--- src/rtl/ordl_pkg.sv ---
// Shared constants, request and status codes, and the controller/datapath
// command and status structs for the ordered ID list block. No dependencies.
package ordl_pkg;

   localparam int REF_DEPTH  = 1024;
   localparam int LIST_DEPTH = 64;
   localparam int ID_BITS    = 24;

   localparam int REF_AW  = (REF_DEPTH > 1) ? $clog2(REF_DEPTH) : 1;
   localparam int LIST_AW = (LIST_DEPTH > 1) ? $clog2(LIST_DEPTH) : 1;
   localparam int REF_CW  = $clog2(REF_DEPTH + 1);
   localparam int LIST_CW = $clog2(LIST_DEPTH + 1);
   localparam int WALK_W  = (REF_CW > LIST_CW) ? REF_CW : LIST_CW;

   localparam int TYPE_BITS   = 2;
   localparam int STATUS_BITS = 3;
   localparam int SIZE_BITS   = 7;

   localparam logic [TYPE_BITS-1:0] REQ_LOAD   = 2'd0;
   localparam logic [TYPE_BITS-1:0] REQ_ADD    = 2'd1;
   localparam logic [TYPE_BITS-1:0] REQ_REMOVE = 2'd2;

   localparam logic [STATUS_BITS-1:0] ST_ADDED      = 3'd0;
   localparam logic [STATUS_BITS-1:0] ST_ALREADY    = 3'd1;
   localparam logic [STATUS_BITS-1:0] ST_UNKNOWN    = 3'd2;
   localparam logic [STATUS_BITS-1:0] ST_FULL       = 3'd3;
   localparam logic [STATUS_BITS-1:0] ST_REMOVED    = 3'd4;
   localparam logic [STATUS_BITS-1:0] ST_NOT_LISTED = 3'd5;
   localparam logic [STATUS_BITS-1:0] ST_LOADED     = 3'd6;
   localparam logic [STATUS_BITS-1:0] ST_TABLE_FULL = 3'd7;

   typedef struct packed {
      logic                   capture;
      logic                   ref_write;
      logic                   walk_start;
      logic                   walk_table;
      logic                   walk_from_hit;
      logic                   walk_step;
      logic                   shift_write;
      logic                   list_append;
      logic                   list_drop;
      logic                   set_status;
      logic [STATUS_BITS-1:0] status;
      logic                   rsp_load;
   } ordl_cmd_type;

   typedef struct packed {
      logic [TYPE_BITS-1:0] kind;
      logic                 ref_full;
      logic                 list_full;
      logic                 hit;
      logic                 walk_done;
      logic                 rsp_busy;
   } ordl_stat_type;

endpackage

--- src/rtl/ordl_ctrl.sv ---
// Controller state machine for the ordered ID list block.
// Depends on ordl_pkg; drives ordl_dp through command and status structs.
module ordl_ctrl
   import ordl_pkg::*;
(
   input  logic          clock,
   input  logic          reset,
   input  logic          req_valid,
   output logic          req_ready,
   input  ordl_stat_type stat,
   output ordl_cmd_type  cmd
);

   typedef enum logic [5:0] {
      S_IDLE   = 6'b000001,
      S_DECODE = 6'b000010,
      S_LSCAN  = 6'b000100,
      S_TSCAN  = 6'b001000,
      S_SHIFT  = 6'b010000,
      S_REPLY  = 6'b100000
   } ordl_state_type;

   ordl_state_type state_ff, state_in;

   always_comb begin
      state_in  = state_ff;
      cmd       = '0;
      req_ready = 1'b0;
      case (state_ff)
         S_IDLE: begin
            req_ready = 1'b1;
            if (req_valid) begin
               cmd.capture = 1'b1;
               state_in    = S_DECODE;
            end
         end
         S_DECODE: begin
            case (stat.kind)
               REQ_LOAD: begin
                  cmd.set_status = 1'b1;
                  if (stat.ref_full) begin
                     cmd.status = ST_TABLE_FULL;
                  end else begin
                     cmd.ref_write = 1'b1;
                     cmd.status    = ST_LOADED;
                  end
                  state_in = S_REPLY;
               end
               REQ_ADD, REQ_REMOVE: begin
                  cmd.walk_start = 1'b1;
                  state_in       = S_LSCAN;
               end
               default: begin
                  cmd.set_status = 1'b1;
                  cmd.status     = ST_UNKNOWN;
                  state_in       = S_REPLY;
               end
            endcase
         end
         S_LSCAN: begin
            cmd.walk_step = 1'b1;
            if (stat.hit) begin
               if (stat.kind == REQ_ADD) begin
                  cmd.set_status = 1'b1;
                  cmd.status     = ST_ALREADY;
                  state_in       = S_REPLY;
               end else begin
                  cmd.walk_start    = 1'b1;
                  cmd.walk_from_hit = 1'b1;
                  state_in          = S_SHIFT;
               end
            end else if (stat.walk_done) begin
               if (stat.kind == REQ_ADD) begin
                  cmd.walk_start = 1'b1;
                  cmd.walk_table = 1'b1;
                  state_in       = S_TSCAN;
               end else begin
                  cmd.set_status = 1'b1;
                  cmd.status     = ST_NOT_LISTED;
                  state_in       = S_REPLY;
               end
            end
         end
         S_TSCAN: begin
            cmd.walk_step = 1'b1;
            if (stat.hit) begin
               cmd.set_status = 1'b1;
               if (stat.list_full) begin
                  cmd.status = ST_FULL;
               end else begin
                  cmd.list_append = 1'b1;
                  cmd.status      = ST_ADDED;
               end
               state_in = S_REPLY;
            end else if (stat.walk_done) begin
               cmd.set_status = 1'b1;
               cmd.status     = ST_UNKNOWN;
               state_in       = S_REPLY;
            end
         end
         S_SHIFT: begin
            cmd.walk_step   = 1'b1;
            cmd.shift_write = 1'b1;
            if (stat.walk_done) begin
               cmd.list_drop  = 1'b1;
               cmd.set_status = 1'b1;
               cmd.status     = ST_REMOVED;
               state_in       = S_REPLY;
            end
         end
         S_REPLY: begin
            if (!stat.rsp_busy) begin
               cmd.rsp_load = 1'b1;
               state_in     = S_IDLE;
            end
         end
         default: begin
            state_in = S_IDLE;
         end
      endcase
   end

   always_ff @(posedge clock) begin
      if (reset) begin
         state_ff <= S_IDLE;
      end else begin
         state_ff <= state_in;
      end
   end

endmodule

--- config.mk ---
export PLATFORM = sky130hd
export DESIGN_NAME = ordl_ctrl
export DESIGN_NICKNAME = d
export VERILOG_FILES = /design/src/rtl/ordl_pkg.sv /design/src/rtl/ordl_ctrl.sv
export SDC_FILE = /design/constraint.sdc
export NUM_CORES = 1
export LEC_CHECK = 0
export ABC_AREA = 1
export BUFFER_PORTS_ARGS = -buffer_cell sky130_fd_sc_hd__buf_2
export CORE_AREA = 2 2 39 41
export DETAILED_ROUTE_END_ITERATION = 10
export DIE_AREA = 0 0 41 43
export PLACE_DENSITY = 0.78
export SLEW_MARGIN = 5
export SYNTH_ARGS = -nofsm -noshare
export SYNTH_HDL_FRONTEND = slang
export SYNTH_SLANG_ARGS = --single-unit
export TNS_END_PERCENT = 50
--- constraint.sdc ---
create_clock -name clock -period 3.3 [get_ports clock]
set_input_delay 0.165 -clock clock [delete_from_list [all_inputs] [get_ports clock]]
set_output_delay 0.165 -clock clock [all_outputs]
set_load 0.05 [all_outputs]
==> results_dict.tcl, run 1 <==
set metrics [dict create \
    wl_mm 1.50 \
    grt_pass1_vias 600 \
    cp_max_fo 8 \
    critPathArrivalTime_ns 1.60 \
    status "complete, no violations" \
    r2r_cells 7 \
    num_vias 732 \
    synth.most_common_cell "inv_1" \
    cts_resized 0 \
    cell_internal_pwr_w 0.000137 \
    die_w_um 41 \
    nFillCells 140 \
    path_class "reg2out" \
    cts_tree "yes" \
    gr-total-overflow 0 \
    rsz0062_at_grt "no" \
    netlist_area_um2 632 \
    p_clk_share_pct 31.4 \
    finalHoldViolCount 0 \
    io_pins 25 \
    start_util_pct 45.7 \
    setup_tns_ns 0 \
    p_switching_w 0.0000799 \
    hold_class "in2reg" \
    antenna_found_initial 0 \
    synth_cells 98 \
    coreArea_mm2 0.00138 \
    finalNetCount 142 \
    cts_buffers 3 \
    routed_via_density 5.19 \
    clk_transition_reported_paths_ns 0.04 \
    pwr-share-comb_pct 31.9 \
    grt_pass1_wl_mm 2.47 \
    dieArea_mm2 0.00176 \
    slew_violations 0 \
    n_antenna_cell 0 \
    rr_startpoint "state_ff[3]" \
    drive_above_1_share_pct 33.6 \
    yosysSeqAreaShare_pct 19.0 \
    yosysWarnings 0 \
    fmax_ghz 0.566 \
    synth_edf_count 0 \
    clock_latency_ns 0.25 \
    grtUsageTotal_pct 20.4 \
    hold_depth 2 \
    yosys-top-cells-area "dfxtp_1 (19%), inv_1 (12%), ha_1 (9.9%), nor2_1 (8.3%), nand2_1 (7.1%)" \
    grt_max_degree 10 \
    io_buffers 24 \
    setup_viol 0 \
    slowest_stage "dfxtp_1" \
    min_from "reset" \
    first_pass_iters 4 \
    holdBufCountCts 0 \
    worstPathRequired_ns 3.13 \
    clock_sinks 6 \
    cpPeakStageDelay_ns 0.33 \
    async_flop_share_pct 0 \
    skew_ns 0.00479 \
    whs_endpoint "state_ff[5]" \
    synthToLayoutAreaGrowth_pct 25.7 \
    htree_levels 1 \
    clk_path_buf_depth 2 \
    max_slew_margin_pct 81.3 \
    seqPwrFrac_pct 36.7 \
    syn_area_per_cell_um2 6.45 \
    dieHeight_um 43 \
    final_antenna_net_count 0 \
    fin_crit_ns 1.77 \
    cp-start-kind "register" \
    postCtsSetupRepairBufs 0 \
    path_cells "nor2_4 > nand3_1 > nor2_1 > inv_1 > nor2_1 > nand2_1 > o211ai_1 > buf_2" \
    synth_top_area_share_pct 19.0 \
    vdd_drop_max_uv 276 \
    post-route-period-util_pct 53.5 \
    wl_per_cell_um 10.6 \
    cp_common_cell "nor2_1" \
    ff2ff_setup_slack_ns 2.06 \
    p_total_w 0.000217 \
    p_sw_share_pct 36.8 \
    synthesis.nets 113 \
    drc_errors 0 \
    fin_hold_ws_ns 0.163 \
    synthTopCellsByCount "inv_1 (20), nor2_1 (14), nand2_1 (12)" \
    r2r-end "state_ff[0]" \
    cellLeakagePower_nw 0.455 \
    worstMarginPinSlew_ns 0.279 \
    ys_ff_latch 6 \
    drv_cap 0 \
    p_per_area_mw_per_mm2 273 \
    reg.largest.list "state_ff x6" \
    rows 14 \
    hpwlAfterDp_mm 1.23 \
    gp_congestion 0.919 \
    dr.first_iter.drc_count 13 \
    crit_path_end_kind "output port" \
    synth_cell_type_count 20 \
    yosysTopAreaCell "dfxtp_1" \
    largest_reg_flops 6 \
    cts_root_buf "clkbuf_4" \
    synth_flop_cell "dfxtp_1" \
    top_register "state_ff" \
]
==> area by class of cell <==
class | count | area [um2] | share of cell area (%)
Clock buffer | 3 | 22.5 | 2.83
Multi-Input combinational cell | 69 | 424 | 53.4
Sequential cell | 6 | 120 | 15.1
Inverter | 23 | 87.6 | 11.0
Timing Repair Buffer | 24 | 120 | 15.1
Tap cell | 16 | 20.0 | 2.52
==> power groups by stage <==
stage / Sequential [W] / Combinational (W) / Clock, W
finish: 0.0000797 / 0.0000691 / 0.0000682
global route: 0.0000798 / 0.0000758 / 0.0000749
CTS: 0.0000796 / 0.0000694 / 0.0000707
detailed placement: 0.0000810 / 0.0000691 / 0
global placement: 0.0000808 / 0.0000683 / 0
floorplan: 0.0000805 / 0.0000500 / 0
==> stage by stage <==
stage               instances  utilization [%]  setup WS [ns]  instance area, um2
global route              141             57.4           1.34                 795
detailed placement        138             55.8           1.79                 772
CTS                       141             57.4           1.52                 795
finish                    141             57.4           1.53                 795
floorplan                  98                -           1.34                 632
global placement          138             55.8           1.83                 772
==> logic make-up after synthesis <==
kind of cell / Yosys count / share of synthesized area (%)
AND/OR/NAND/NOR: 55 / 48.3
buffers and inverters: 23 / 13.9
AO/OA/AOI/OAI: 9 / 8.91
flip-flops: 6 / 19.0
adder cells (fa/ha/maj): 5 / 9.90
==> worst max path at each step <==
stage	start	to	slack, ns	cells after the start
final	state_ff[5]	cmd[1]	1.53	8
after global routing	state_ff[5]	cmd[1]	1.34	8
after CTS	state_ff[5]	cmd[1]	1.52	8
after detailed placement	state_ff[5]	cmd[1]	1.79	8
after global placement	state_ff[5]	cmd[1]	1.83	8
after floorplan	state_ff[3]	cmd[2]	1.34	4
==> worst max-delay path: cells and delay by family (launching register included) <==
family	cells	cell delay (ns)
AOI/OAI and AO/OA	1	0.07
buffers and inverters	2	0.36
DFF	1	0.33
and+or+nand+nor	5	0.60
==> layer usage <==
metal  part of all wire, %  global-route usage, %
met5                     0                      0
met4                     0                   2.00
met3                   6.0                   7.85
met2                    51                   32.8
met1                    43                   25.8
==> placed cells by master, fill, tap and decap left out, drive strengths merged, types with 2 or more instances in the layout <==
cell	n
nand4	8
o211ai	3
clkbuf	3
buf	24
nor2	21
nor3	2
ha	5
nand3	11
inv	22
nand2	12
a21oi	2
dfxtp	6
o21ai	4
Power figures use the tool's default switching activity.
==> inputs of run 2 (changes only) <==
Settings changed: CORE_AREA 2 2 39 41 to not set, CORE_MARGIN set to 2, CORE_UTILIZATION set to 42, DIE_AREA 0 0 41 43 to not set, PLACE_DENSITY 0.78 to 0.73.
Clock period 3.3 ns to 1.5 ns, I/O delays scaled along.
==> run 2 against run 1 <==
Effect of this change:
- the run now ends with setup timing left
- highest routed layer is now met4
- non-clock buffer count rose by 10
- sequential share of layout area fell by 1.9 points
- critical path depth fell by 1
- clock-buffer cell count did not move
==> results_dict.tcl, run 2 (synthesized netlist as in run 1, its figures left out) <==
set metrics [dict create \
    grt_use_met3_pct 5.96 \
    grt_pass1_wl_mm 2.75 \
    p_clk_share_pct 28.6 \
    crit_path_end_kind "output port" \
    nFillCells 113 \
    min_from "reset" \
    clk_transition_reported_paths_ns 0.04 \
    dp.cells 139 \
    rr_startpoint "state_ff[4]" \
    seqPwrFrac_pct 33.4 \
    htree_levels 1 \
    final_area_mm2 0.00100 \
    grtUsageTotal_pct 19.4 \
    holdBufCountCts 0 \
    hold_class "in2reg" \
    drv_cap 0 \
    drive_above_1_share_pct 48.9 \
    slew_violations 0 \
    dieArea_mm2 0.00183 \
    io_pins 25 \
    vdd_drop_max_uv 442 \
    gr-total-overflow 0 \
    cts_buffers 3 \
    gp_congestion 0.881 \
    whs_endpoint "state_ff[5]" \
    finalHoldViolCount 0 \
    worstMarginPinSlew_ns 0.260 \
    critPathArrivalTime_ns 1.55 \
    fin_hold_ws_ns 0.0588 \
    max_slew_margin_pct 82.5 \
    cell_internal_pwr_w 0.000329 \
    ff2ff_setup_slack_ns 0.10 \
    rows 13 \
    p_sw_share_pct 37.1 \
    wl_mm 1.91 \
    cts_root_buf "clkbuf_4" \
    p_switching_w 0.000194 \
    clk_path_buf_depth 2 \
    rsz0062_at_grt "yes" \
    coreArea_mm2 0.00135 \
    p_per_area_mw_per_mm2 521 \
    hold_depth 2 \
    synthToLayoutAreaGrowth_pct 58.8 \
    pwr-share-comb_pct 38.0 \
    r2r-end "state_ff[0]" \
    io_buffers 24 \
    clock_sinks 6 \
    dieHeight_um 42.8 \
    final_antenna_net_count 0 \
    grt_util_met1_pct 24.2 \
    hpwlAfterDp_mm 1.26 \
    final_cell_mix "inv_1 (18), nand2_1 (12), buf_6 (12), buf_4 (12), nor2_1 (11)" \
    clock_latency_ns 0.24 \
    cp-start-kind "register" \
    skew_ns 0.00166 \
    violations "setup timing" \
    path_class "reg2out" \
    num_vias 784 \
    status "finished with violations" \
    grt_pass1_vias 681 \
    worstPathRequired_ns 1.42 \
    fin_cells 150 \
    p_total_w 0.000523 \
    cp_max_fo 6 \
    fin_crit_ns 1.63 \
    placed_cell_area_um2 796 \
    r2r_cells 8 \
    drc_errors 0 \
    grt_max_degree 8 \
    start_util_pct 46.8 \
    die_w_um 42.8 \
    antenna_found_initial 0 \
    top_register "state_ff" \
    final_util_pct 74.3 \
    top_usage_layer "met2" \
    setup_viol 7 \
    post-route-period-util_pct 109 \
    largest_reg_flops 6 \
    fmax_ghz 0.614 \
    setup_ws_ns -0.129 \
    final_common_cell "inv_1" \
    wl_per_cell_um 12.7 \
    reg.largest.list "state_ff x6" \
    met2_usage_pct 31.5 \
    routed_via_density 5.23 \
    first_pass_iters 4 \
    cellLeakagePower_nw 0.517 \
    finalNetCount 152 \
    dr.first_iter.drc_count 19 \
    cts_tree "yes" \
    n_antenna_cell 0 \
]
-- run 2: cell types whose count changed in the layout (fill, tap and decap cells not counted), sizes merged --
cell	change
buf	+10
inv	+1
clkinv	-1
-- run 2: power by group through the flow --
stage | registers (W) | logic [W] | clock network [W]
floorplan | 0.000178 | 0.000109 | 0
global placement | 0.000179 | 0.000150 | 0
detailed placement | 0.000179 | 0.000153 | 0
CTS | 0.000175 | 0.000165 | 0.000154
global route | 0.000176 | 0.000217 | 0.000167
finish | 0.000174 | 0.000199 | 0.000150
-- run 2: how the worst max path moves through the flow --
stage | from | end | slack, ns | depth (start not counted)
floorplan | state_ff[1] | cmd[11] | -0.15 | 5
global placement | state_ff[1] | cmd[1] | 0.14 | 9
detailed placement | state_ff[1] | cmd[1] | 0.12 | 9
CTS | state_ff[1] | cmd[1] | -0.05 | 9
global route | state_ff[1] | cmd[1] | -0.23 | 7
finish | state_ff[1] | cmd[11] | -0.13 | 7
-- run 2: repair_timing --
item,CTS,global route
endpoints found under the hold margin,0,0
setup endpoints to repair,6,13
gates resized for setup,9,41
setup buffers,2,6
gates cloned,0,0
pin swaps,3,13
-- run 2: area by class of cell --
type | instances | area (um2) | area share (%)
clock buffer | 3 | 22.5 | 2.24
inverter | 23 | 88.8 | 8.85
multi-input combinational | 69 | 465 | 46.4
sequential | 6 | 133 | 13.2
tap | 15 | 18.8 | 1.87
timing repair buffer | 34 | 275 | 27.4
-- run 2: layer usage --
metal  vias to the layer above  part of all wire [%]  routed length, um
li1                        392                     -                  -
met1                       349                    41                779
met2                        37                    50                955
met3                         6                   6.7                128
met4                         0                   2.5                 48
met5                         -                     0                  0
-- run 2: stage by stage --
stage	worst slack, ns	TNS [ns]
6_report	-0.129	-0.486
5_1_grt	-0.233	-1.57
4_1_cts	-0.0534	-0.0866
3_5_place_dp	0.119	0
3_3_place_gp	0.139	0
2_1_floorplan	-0.152	-0.234
-- run 2: critical path: stages, from the launching register on --
cell	delay, ns
dfxtp_2	0.32
buf_6	0.11
nor2_4	0.17
nand3_2	0.14
inv_4	0.11
nand3_4	0.07
o211ai_1	0.17
buf_4	0.22
